--- config.mk ---
export PLATFORM = sky130hd
export DESIGN_NAME = pid_controller_delta_position_unit_flat
export DESIGN_NICKNAME = d
export VERILOG_FILES = /design/src/pcdp_pkg.sv /design/src/pcdp_in_if.sv /design/src/pcdp_out_if.sv /design/src/pcdp_front.sv /design/src/pcdp_queue.sv /design/src/pcdp_back.sv /design/src/pid_controller_delta_position_unit.sv /design/src/flat_wrapper.sv
export SDC_FILE = /design/constraint.sdc
export NUM_CORES = 2
export LEC_CHECK = 0
export ABC_AREA = 1
export BUFFER_PORTS_ARGS = -buffer_cell sky130_fd_sc_hd__buf_2
export CAP_MARGIN = 20
export CORE_MARGIN = 4
export CORE_UTILIZATION = 40
export DETAILED_ROUTE_END_ITERATION = 10
export GPL_TIMING_DRIVEN = 0
export PLACE_DENSITY = 0.66
export SYNTH_ARGS = -nofsm -noshare
export SYNTH_HDL_FRONTEND = slang
export SYNTH_SLANG_ARGS = --single-unit
--- constraint.sdc ---
create_clock -name clk -period 8.15 [get_ports clk]
set_input_delay 1.63 -clock clk [delete_from_list [all_inputs] [get_ports clk]]
set_output_delay 1.63 -clock clk [all_outputs]
set_load 0.01 [all_outputs]
--- src/pcdp_pkg.sv ---
// ----------------------------------------------------------------------------
// pcdp_pkg
// Shared types and constants for the delta/position PID controller.
// ----------------------------------------------------------------------------
package pcdp_pkg;

  // Gains are signed fixed point with this many fraction bits
  localparam int GAIN_FRAC_BITS = 8;

  // Configuration register indexes
  localparam int CFG_IDX_W = 3;
  localparam logic [CFG_IDX_W-1:0] REG_CONTROL_MODE = 3'd0;
  localparam logic [CFG_IDX_W-1:0] REG_GAIN_P       = 3'd1;
  localparam logic [CFG_IDX_W-1:0] REG_GAIN_I       = 3'd2;
  localparam logic [CFG_IDX_W-1:0] REG_GAIN_D       = 3'd3;
  localparam logic [CFG_IDX_W-1:0] REG_DUTY_LIMIT   = 3'd4;
  localparam int CFG_DATA_W = 31;

  // Control mode codes
  localparam logic [1:0] MODE_DELTA    = 2'd0;
  localparam logic [1:0] MODE_POSITION = 2'd1;
  localparam logic [1:0] MODE_HOLD     = 2'd2;

  // Step kinds handed from the front to the back
  localparam logic [1:0] KIND_DELTA    = 2'd0;
  localparam logic [1:0] KIND_POSITION = 2'd1;
  localparam logic [1:0] KIND_HOLD     = 2'd2;

  // Step queue between front and back
  localparam int QUEUE_DEPTH = 4;
  localparam int QUEUE_PTR_W = $clog2(QUEUE_DEPTH);

  typedef struct packed {
    logic [1:0]          control_mode;
    logic signed [15:0]  gain_p;
    logic signed [15:0]  gain_i;
    logic signed [15:0]  gain_d;
    logic [30:0]         duty_limit;
  } pcdp_cfg_t;

  typedef struct packed {
    logic                clr;
    logic [1:0]          kind;
    logic                lim;
    logic signed [31:0]  opnd_p;
    logic signed [31:0]  opnd_i;
    logic signed [31:0]  opnd_d;
  } pcdp_op_t;

endpackage

--- src/pcdp_in_if.sv ---
// ----------------------------------------------------------------------------
// pcdp_in_if
// Step request channel: valid/ready handshake with the step payload.
// ----------------------------------------------------------------------------
interface pcdp_in_if;
  logic               valid;
  logic               ready;
  logic               req_type;
  logic signed [15:0] target_value;
  logic signed [15:0] measured_value;
  logic               apply_limit;

  modport source (output valid, req_type, target_value, measured_value, apply_limit,
                  input ready);
  modport sink   (input valid, req_type, target_value, measured_value, apply_limit,
                  output ready);
endinterface

--- src/pcdp_out_if.sv ---
// ----------------------------------------------------------------------------
// pcdp_out_if
// Step result channel: valid/ready handshake with the controller output.
// ----------------------------------------------------------------------------
interface pcdp_out_if;
  logic               valid;
  logic               ready;
  logic signed [31:0] drive_out;
  logic               was_clamped;

  modport source (output valid, drive_out, was_clamped, input ready);
  modport sink   (input valid, drive_out, was_clamped, output ready);
endinterface

--- src/pcdp_front.sv ---
// ----------------------------------------------------------------------------
// pcdp_front
// Accepts step requests, forms the error, keeps the error history and the
// running error sum, and builds the multiplier operands for the back end.
// ----------------------------------------------------------------------------
module pcdp_front
  import pcdp_pkg::*;
(
  input  logic         clk,
  input  logic         rst,
  pcdp_in_if.sink      req,
  input  logic [1:0]   control_mode,
  input  logic         queue_full,
  output logic         push,
  output pcdp_op_t     op
);

  logic signed [16:0] e1;
  logic signed [16:0] e2;
  logic signed [31:0] esum;
  logic signed [31:0] esum_next;

  logic signed [16:0] e0;
  logic signed [18:0] x0;
  logic signed [18:0] x1;
  logic signed [18:0] x2;
  logic signed [18:0] diff1;
  logic signed [18:0] diff2;
  logic signed [32:0] sum_wide;

  assign req.ready = !queue_full;
  assign push      = req.valid && !queue_full;

  always_comb begin
    e0    = 17'(req.target_value) - 17'(req.measured_value);
    x0    = 19'(e0);
    x1    = 19'(e1);
    x2    = 19'(e2);
    diff1 = x0 - x1;
    diff2 = x0 - (x1 <<< 1) + x2;

    // running sum saturates to 32 bits
    sum_wide = 33'(esum) + 33'(e0);
    if (sum_wide[32] != sum_wide[31]) begin
      esum_next = sum_wide[32] ? {1'b1, {31{1'b0}}} : {1'b0, {31{1'b1}}};
    end else begin
      esum_next = sum_wide[31:0];
    end

    op.clr  = req.req_type;
    op.lim  = req.apply_limit;
    op.kind = KIND_HOLD;
    op.opnd_p = '0;
    op.opnd_i = '0;
    op.opnd_d = '0;
    case (control_mode)
      MODE_DELTA: begin
        op.kind   = KIND_DELTA;
        op.opnd_p = 32'(diff1);
        op.opnd_i = 32'(e0);
        op.opnd_d = 32'(diff2);
      end
      MODE_POSITION: begin
        op.kind   = KIND_POSITION;
        op.opnd_p = 32'(e0);
        op.opnd_i = esum_next;
        op.opnd_d = 32'(diff1);
      end
      default: begin
        op.kind = KIND_HOLD;
      end
    endcase
  end

  always_ff @(posedge clk) begin
    if (rst) begin
      e1   <= '0;
      e2   <= '0;
      esum <= '0;
    end else if (push) begin
      if (req.req_type) begin
        e1   <= '0;
        e2   <= '0;
        esum <= '0;
      end else begin
        e2 <= e1;
        e1 <= e0;
        if (control_mode == MODE_POSITION) begin
          esum <= esum_next;
        end
      end
    end
  end

endmodule

--- src/pcdp_queue.sv ---
// ----------------------------------------------------------------------------
// pcdp_queue
// Small FIFO of prepared steps between the front and the back end.
// ----------------------------------------------------------------------------
module pcdp_queue
  import pcdp_pkg::*;
(
  input  logic      clk,
  input  logic      rst,
  input  logic      push,
  input  pcdp_op_t  push_op,
  input  logic      pop,
  output pcdp_op_t  head,
  output logic      avail,
  output logic      full
);

  pcdp_op_t               slots [QUEUE_DEPTH];
  logic [QUEUE_PTR_W-1:0] wr_ptr;
  logic [QUEUE_PTR_W-1:0] rd_ptr;
  logic [QUEUE_PTR_W:0]   count;

  assign avail = (count != '0);
  assign full  = (count == (QUEUE_PTR_W+1)'(QUEUE_DEPTH));
  assign head  = slots[rd_ptr];

  always_ff @(posedge clk) begin
    if (push) begin
      slots[wr_ptr] <= push_op;
    end
  end

  always_ff @(posedge clk) begin
    if (rst) begin
      wr_ptr <= '0;
      rd_ptr <= '0;
      count  <= '0;
    end else begin
      if (push) begin
        wr_ptr <= wr_ptr + 1'b1;
      end
      if (pop) begin
        rd_ptr <= rd_ptr + 1'b1;
      end
      case ({push, pop})
        2'b10:   count <= count + 1'b1;
        2'b01:   count <= count - 1'b1;
        default: count <= count;
      endcase
    end
  end

endmodule

--- src/pcdp_back.sv ---
// ----------------------------------------------------------------------------
// pcdp_back
// Executes queued steps: gain multiply, term sum, then (in delta mode) accumulate
// onto the held output, with saturation and duty limit, into the result register.
// ----------------------------------------------------------------------------
module pcdp_back
  import pcdp_pkg::*;
(
  input  logic       clk,
  input  logic       rst,
  input  pcdp_cfg_t  cfg,
  input  pcdp_op_t   head,
  input  logic       avail,
  output logic       pop,
  pcdp_out_if.source rsp
);

  localparam int PROD_W = 48;
  localparam int SUM_W  = PROD_W + 2;
  localparam int ACC_W  = SUM_W + 1;
  localparam logic signed [ACC_W-1:0] ACC_MAX = {{(ACC_W-31){1'b0}}, {31{1'b1}}};
  localparam logic signed [ACC_W-1:0] ACC_MIN = {{(ACC_W-31){1'b1}}, {31{1'b0}}};

  // multiply stage
  logic                     m_valid;
  logic                     m_clr;
  logic [1:0]               m_kind;
  logic                     m_lim;
  logic signed [PROD_W-1:0] m_tp;
  logic signed [PROD_W-1:0] m_ti;
  logic signed [PROD_W-1:0] m_td;

  // sum stage
  logic                     s_valid;
  logic                     s_clr;
  logic [1:0]               s_kind;
  logic                     s_lim;
  logic signed [SUM_W-1:0]  s_sum;

  // result register and held output
  logic                     o_valid;
  logic signed [31:0]       o_drive;
  logic                     o_clamp;
  logic signed [31:0]       held;

  logic                     advance;
  logic signed [PROD_W-1:0] prod_p;
  logic signed [PROD_W-1:0] prod_i;
  logic signed [PROD_W-1:0] prod_d;
  logic signed [ACC_W-1:0]  acc;
  logic signed [31:0]       res;
  logic                     hit;
  logic signed [32:0]       lim_pos;
  logic signed [32:0]       lim_neg;

  assign advance     = !o_valid || rsp.ready;
  assign pop         = advance && avail;
  assign rsp.valid   = o_valid;
  assign rsp.drive_out   = o_drive;
  assign rsp.was_clamped = o_clamp;

  always_comb begin
    prod_p = PROD_W'(cfg.gain_p) * PROD_W'(head.opnd_p);
    prod_i = PROD_W'(cfg.gain_i) * PROD_W'(head.opnd_i);
    prod_d = PROD_W'(cfg.gain_d) * PROD_W'(head.opnd_d);
  end

  always_comb begin
    hit     = 1'b0;
    lim_pos = 33'({2'b00, cfg.duty_limit});
    lim_neg = -lim_pos;
    if (s_kind == KIND_DELTA) begin
      acc = ACC_W'(held) + ACC_W'(s_sum);
    end else begin
      acc = ACC_W'(s_sum);
    end
    if (s_kind == KIND_HOLD) begin
      res = held;
    end else if (acc > ACC_MAX) begin
      res = 32'(ACC_MAX);
      hit = 1'b1;
    end else if (acc < ACC_MIN) begin
      res = 32'(ACC_MIN);
      hit = 1'b1;
    end else begin
      res = acc[31:0];
    end
    if (s_lim) begin
      if (33'(res) >= lim_pos) begin
        if (33'(res) != lim_pos) begin
          hit = 1'b1;
        end
        res = lim_pos[31:0];
      end
      if (33'(res) <= lim_neg) begin
        if (33'(res) != lim_neg) begin
          hit = 1'b1;
        end
        res = lim_neg[31:0];
      end
    end
    if (s_clr) begin
      res = '0;
      hit = 1'b0;
    end
  end

  // payload registers move with the pipeline
  always_ff @(posedge clk) begin
    if (advance) begin
      m_clr  <= head.clr;
      m_kind <= head.kind;
      m_lim  <= head.lim;
      m_tp   <= prod_p >>> GAIN_FRAC_BITS;
      m_ti   <= prod_i >>> GAIN_FRAC_BITS;
      m_td   <= prod_d >>> GAIN_FRAC_BITS;

      s_clr  <= m_clr;
      s_kind <= m_kind;
      s_lim  <= m_lim;
      s_sum  <= SUM_W'(m_tp) + SUM_W'(m_ti) + SUM_W'(m_td);

      if (s_valid) begin
        o_drive <= res;
        o_clamp <= hit;
      end
    end
  end

  always_ff @(posedge clk) begin
    if (rst) begin
      m_valid <= 1'b0;
      s_valid <= 1'b0;
      o_valid <= 1'b0;
      held    <= '0;
    end else if (advance) begin
      m_valid <= avail;
      s_valid <= m_valid;
      o_valid <= s_valid;
      if (s_valid) begin
        held <= res;
      end
    end
  end

endmodule

--- src/pid_controller_delta_position_unit.sv ---
// ----------------------------------------------------------------------------
// pid_controller_delta_position_unit
// Path: step queue, multiply stage, sum stage, then the result register.
// Throughput: one step per cycle when not stalled; the result register and the
// four-entry step queue let requests keep arriving while a result waits.
// Reset: synchronous, clears error history, error sum, held output, queue
// and pipeline, and loads the register reset values.
// ----------------------------------------------------------------------------
module pid_controller_delta_position_unit
  import pcdp_pkg::*;
(
  input  logic                  clk,
  input  logic                  rst,
  input  logic                  wr_en,
  input  logic [CFG_IDX_W-1:0]  wr_index,
  input  logic [CFG_DATA_W-1:0] wr_data,
  pcdp_in_if.sink               req,
  pcdp_out_if.source            rsp
);

  pcdp_cfg_t cfg;
  pcdp_op_t  push_op;
  pcdp_op_t  head;
  logic      push;
  logic      pop;
  logic      avail;
  logic      full;

  always_ff @(posedge clk) begin
    if (rst) begin
      cfg.control_mode <= MODE_DELTA;
      cfg.gain_p       <= '0;
      cfg.gain_i       <= '0;
      cfg.gain_d       <= '0;
      cfg.duty_limit   <= '1;
    end else if (wr_en) begin
      case (wr_index)
        REG_CONTROL_MODE: cfg.control_mode <= wr_data[1:0];
        REG_GAIN_P:       cfg.gain_p       <= wr_data[15:0];
        REG_GAIN_I:       cfg.gain_i       <= wr_data[15:0];
        REG_GAIN_D:       cfg.gain_d       <= wr_data[15:0];
        REG_DUTY_LIMIT:   cfg.duty_limit   <= wr_data[30:0];
        default:          cfg              <= cfg;
      endcase
    end
  end

  pcdp_front u_front (
    .clk          (clk),
    .rst          (rst),
    .req          (req),
    .control_mode (cfg.control_mode),
    .queue_full   (full),
    .push         (push),
    .op           (push_op)
  );

  pcdp_queue u_queue (
    .clk     (clk),
    .rst     (rst),
    .push    (push),
    .push_op (push_op),
    .pop     (pop),
    .head    (head),
    .avail   (avail),
    .full    (full)
  );

  pcdp_back u_back (
    .clk   (clk),
    .rst   (rst),
    .cfg   (cfg),
    .head  (head),
    .avail (avail),
    .pop   (pop),
    .rsp   (rsp)
  );

endmodule

--- src/flat_wrapper.sv ---
// flat-port wrapper written by rule: the top's interface ports become plain ports
module pid_controller_delta_position_unit_flat import pcdp_pkg::*;
  (clk, rst, wr_en, wr_index, wr_data, req_valid, req_req_type, req_target_value, req_measured_value, req_apply_limit, req_ready, rsp_valid, rsp_drive_out, rsp_was_clamped, rsp_ready);
  pcdp_in_if req_i ();
  pcdp_out_if rsp_i ();
  input  logic clk;
  input  logic rst;
  input  logic wr_en;
  input  logic [CFG_IDX_W-1:0] wr_index;
  input  logic [CFG_DATA_W-1:0] wr_data;
  input wire logic [$bits(req_i.valid)-1:0] req_valid;
  input wire logic [$bits(req_i.req_type)-1:0] req_req_type;
  input wire logic [$bits(req_i.target_value)-1:0] req_target_value;
  input wire logic [$bits(req_i.measured_value)-1:0] req_measured_value;
  input wire logic [$bits(req_i.apply_limit)-1:0] req_apply_limit;
  output wire logic [$bits(req_i.ready)-1:0] req_ready;
  output wire logic [$bits(rsp_i.valid)-1:0] rsp_valid;
  output wire logic [$bits(rsp_i.drive_out)-1:0] rsp_drive_out;
  output wire logic [$bits(rsp_i.was_clamped)-1:0] rsp_was_clamped;
  input wire logic [$bits(rsp_i.ready)-1:0] rsp_ready;
  assign req_i.valid = req_valid;
  assign req_i.req_type = req_req_type;
  assign req_i.target_value = req_target_value;
  assign req_i.measured_value = req_measured_value;
  assign req_i.apply_limit = req_apply_limit;
  assign req_ready = req_i.ready;
  assign rsp_valid = rsp_i.valid;
  assign rsp_drive_out = rsp_i.drive_out;
  assign rsp_was_clamped = rsp_i.was_clamped;
  assign rsp_i.ready = rsp_ready;
  pid_controller_delta_position_unit u_core (.clk(clk), .rst(rst), .wr_en(wr_en), .wr_index(wr_index), .wr_data(wr_data), .req(req_i), .rsp(rsp_i));
endmodule
==> results.json <==
{
  "htreeDepth": 3,
  "grt_pass1_vias": 67100,
  "synth_edf_count": 495,
  "ir_worst_vdd_v": 0.000183,
  "cpMostUsedCell": "nand2_1",
  "clockRootBuffer": "clkbuf_16",
  "yosysWarnings": 0,
  "core_um2": 198000,
  "power_leakage_nw": 38.7,
  "dr.first_iter.drc_count": 5330,
  "finalCritPeriodShare": 0.982,
  "fmax_mhz": 125,
  "place_ws_ns": -1.69,
  "nFillCells": 19400,
  "gp_congestion": 1.01,
  "r2r-end": "u_core.u_back.m_td[25]",
  "ys_types": 67,
  "num_rows": 163,
  "min_from": "u_core.u_back.m_lim",
  "drc_errors": 0,
  "whs_ns": 0.414,
  "postSynthAreaPerCell_um2": 8.42,
  "layout.cells.non_filler": 12400,
  "cp-start-kind": "flop",
  "cts_tree": "built",
  "maxCapViolations": 0,
  "hold_viol_final": 0,
  "syn_nets": 11200,
  "synthCells": 9463,
  "path_max_fanout": 11,
  "slew_headroom": 0.215,
  "hold_path.class": "flop to flop",
  "critPathTopFamily": "adder cells",
  "synth_top_area_share": 0.294,
  "worst-path-buf-inv": 7,
  "tightest_slew_ns": 1.18,
  "max_stage_delay_ns": 0.59,
  "synth_top_cell_by_area": "fa_1",
  "synth_area_leaders": "fa_1, edfxtp_1, nand2_1",
  "powerDensity_nw_per_um2": 344,
  "syn_area_um2": 79700,
  "post-place-cells": 12200,
  "synthMostInstantiatedCell": "nand2_1",
  "required_ns": 8.57,
  "min_to": "u_core.u_back.s_lim",
  "area_delta_synth_final_pct": 9.72,
  "ys_ff_latch": 686,
  "drive_above_1_share": 0.0672,
  "ys.flop_type": "edfxtp_1",
  "io_pins": 108,
  "vias": 65100,
  "async_flop_share": 0,
  "fin_crit_ns": 8.00,
  "r2r_cells": 27,
  "dieArea_um2": 206000,
  "via_per_inst": 5.25,
  "drv_slew": 0,
  "critPathSlowestCell": "fa_1",
  "yosysSeqAreaShare": 0.235,
  "clock_sinks": 686,
  "port_buffers": 106,
  "cts_buffers": 77,
  "antenna_found_initial": 17,
  "yosys-top-cells-count": "nand2_1, inv_1, fa_1",
  "clockBufferDepth": 3,
  "grt_pass1_wl_um": 396000,
  "overflow": 0,
  "dieHeight_um": 454,
  "holdPathStages": 0,
  "cts_hold_buf": 0,
  "die_w_um": 454,
  "finalPower_mw": 30.1,
  "crit_arrival_ns": 8.42,
  "rrSetupSlack_ns": 0.15,
  "wl_per_cell_um": 21.0,
  "worstSetupPathType": "flop to flop",
  "fin_setup_tns_ns": 0,
  "dr.pass1.iters": 7,
  "setup_ws_ns": 0.147,
  "status": "completed",
  "grt_max_degree": 109,
  "clk_pin_slew_ns": 0.06,
  "wirelength_um": 260000,
  "start_util": 0.403,
  "clk-insertion-delay-late_ns": 0.73,
  "rsz0062_at_grt": "true",
  "place_hpwl_um": 215000,
  "cp-end-kind": "flop",
  "final_nets": 11500,
  "track_usage": 0.252,
  "postRouteAntennaNets": 0,
  "skew_ns": 0.0546,
  "finalSetupViolations": 0
}
-- report_power, final --
part	total [mW]	internal [mW]	switching, mW
sequential	5.73	5.27	0.468
clock	3.58	2.00	1.59
combinational	20.8	6.56	14.2
total	30.1	13.8	16.3
-- flip-flops by register name, summed over array words and instances (netlist names), 2 cells and up, named ones only --
| name | cells |
|---|---|
| u_core.u_back.s_sum | 42 |
| u_core.u_queue.rd_ptr | 2 |
| u_core.u_back.m_kind | 2 |
| u_core.u_back.m_ti | 40 |
| u_core.u_front.e1 | 17 |
| u_core.u_back.rsp.drive_out | 32 |
| u_core.u_queue.wr_ptr | 2 |
| u_core.u_back.s_kind | 2 |
| u_core.u_back.m_td | 40 |
| u_core.u_queue.slots | 292 |
| u_core.u_back.held | 32 |
| u_core.u_front.esum | 32 |
| u_core.u_back.m_tp | 40 |
| u_core.u_front.e2 | 17 |
| u_core.u_queue.count | 3 |
| u_core.cfg | 81 |
-- how the worst max path moves through the flow --
stage	from	end	cells past startpoint	slack (ns)
after floorplan	flop	u_core.u_back.m_td[30]	34	1.04
after global placement	flop	u_core.u_back.m_td[30]	35	-1.55
after detailed placement	flop	u_core.u_back.m_td[30]	35	-1.69
after CTS	flop	u_core.u_back.m_td[30]	34	0.03
after global routing	flop	u_core.u_back.m_td[30]	34	-0.09
final	flop	u_core.u_back.m_td[25]	27	0.15
-- area by class of cell --
type / count / area, µm² / share of cell area
Sequential cell: 686 / 18700 / 0.214
Inverter: 1877 / 7160 / 0.0819
Antenna cell: 20 / 50.0 / 0.000573
Timing Repair inverter: 1 / 7.51 / 0.0000859
Timing Repair Buffer: 146 / 1050 / 0.0120
Multi-Input combinational cell: 6585 / 53100 / 0.608
Tap cell: 2640 / 3300 / 0.0378
Clock buffer: 97 / 2070 / 0.0237
Clock inverter: 44 / 513 / 0.00587
Buffer: 305 / 1430 / 0.0163
-- routing by layer --
| layer | vias up | global-route usage | routed length [µm] |
|---|---|---|---|
| met5 | - | 0 | 45 |
| li1 | 29900 | - | - |
| met4 | 6 | 0.120 | 14600 |
| met1 | 32200 | 0.320 | 104000 |
| met3 | 614 | 0.0454 | 19900 |
| met2 | 2477 | 0.419 | 121000 |
-- through the flow --
step	area, µm²	utilization
2_1_floorplan	79700	-
3_3_place_gp	83500	0.423
3_5_place_dp	83800	0.424
4_1_cts	86900	0.439
5_1_grt	87400	0.442
6_report	87400	0.442
-- kinds of logic after synthesis --
family                   Yosys count  synth area share
AND/OR/NAND/NOR                 3590             0.184
AO/OA/AOI/OAI                   1093            0.0775
XOR/XNOR                         203            0.0223
adder cells (fa/ha/maj)         1698             0.377
multiplexers                       1          0.000126
flip-flops                       686             0.235
buffers and inverters           2192             0.105
-- what timing repair did --
action	4_1_cts	5_1_grt
setup endpoints to repair	148	153
resized for setup	155	127
setup buffers	6	21
pin swaps	4	10
cloned	0	1
-- placed cells by master (no fill, tap or decap), types with 129 or more instances in the layout --
cell         n
o21ai_0    304
xor2_1     133
nand3_1    384
dfxtp_1    189
ha_1       522
buf_2      129
nand2_1   2100
inv_1     1798
clkbuf_1   204
edfxtp_1   495
nor2_1     792
a21oi_1    492
fa_1      1169
Power figures use the tool's default switching activity.
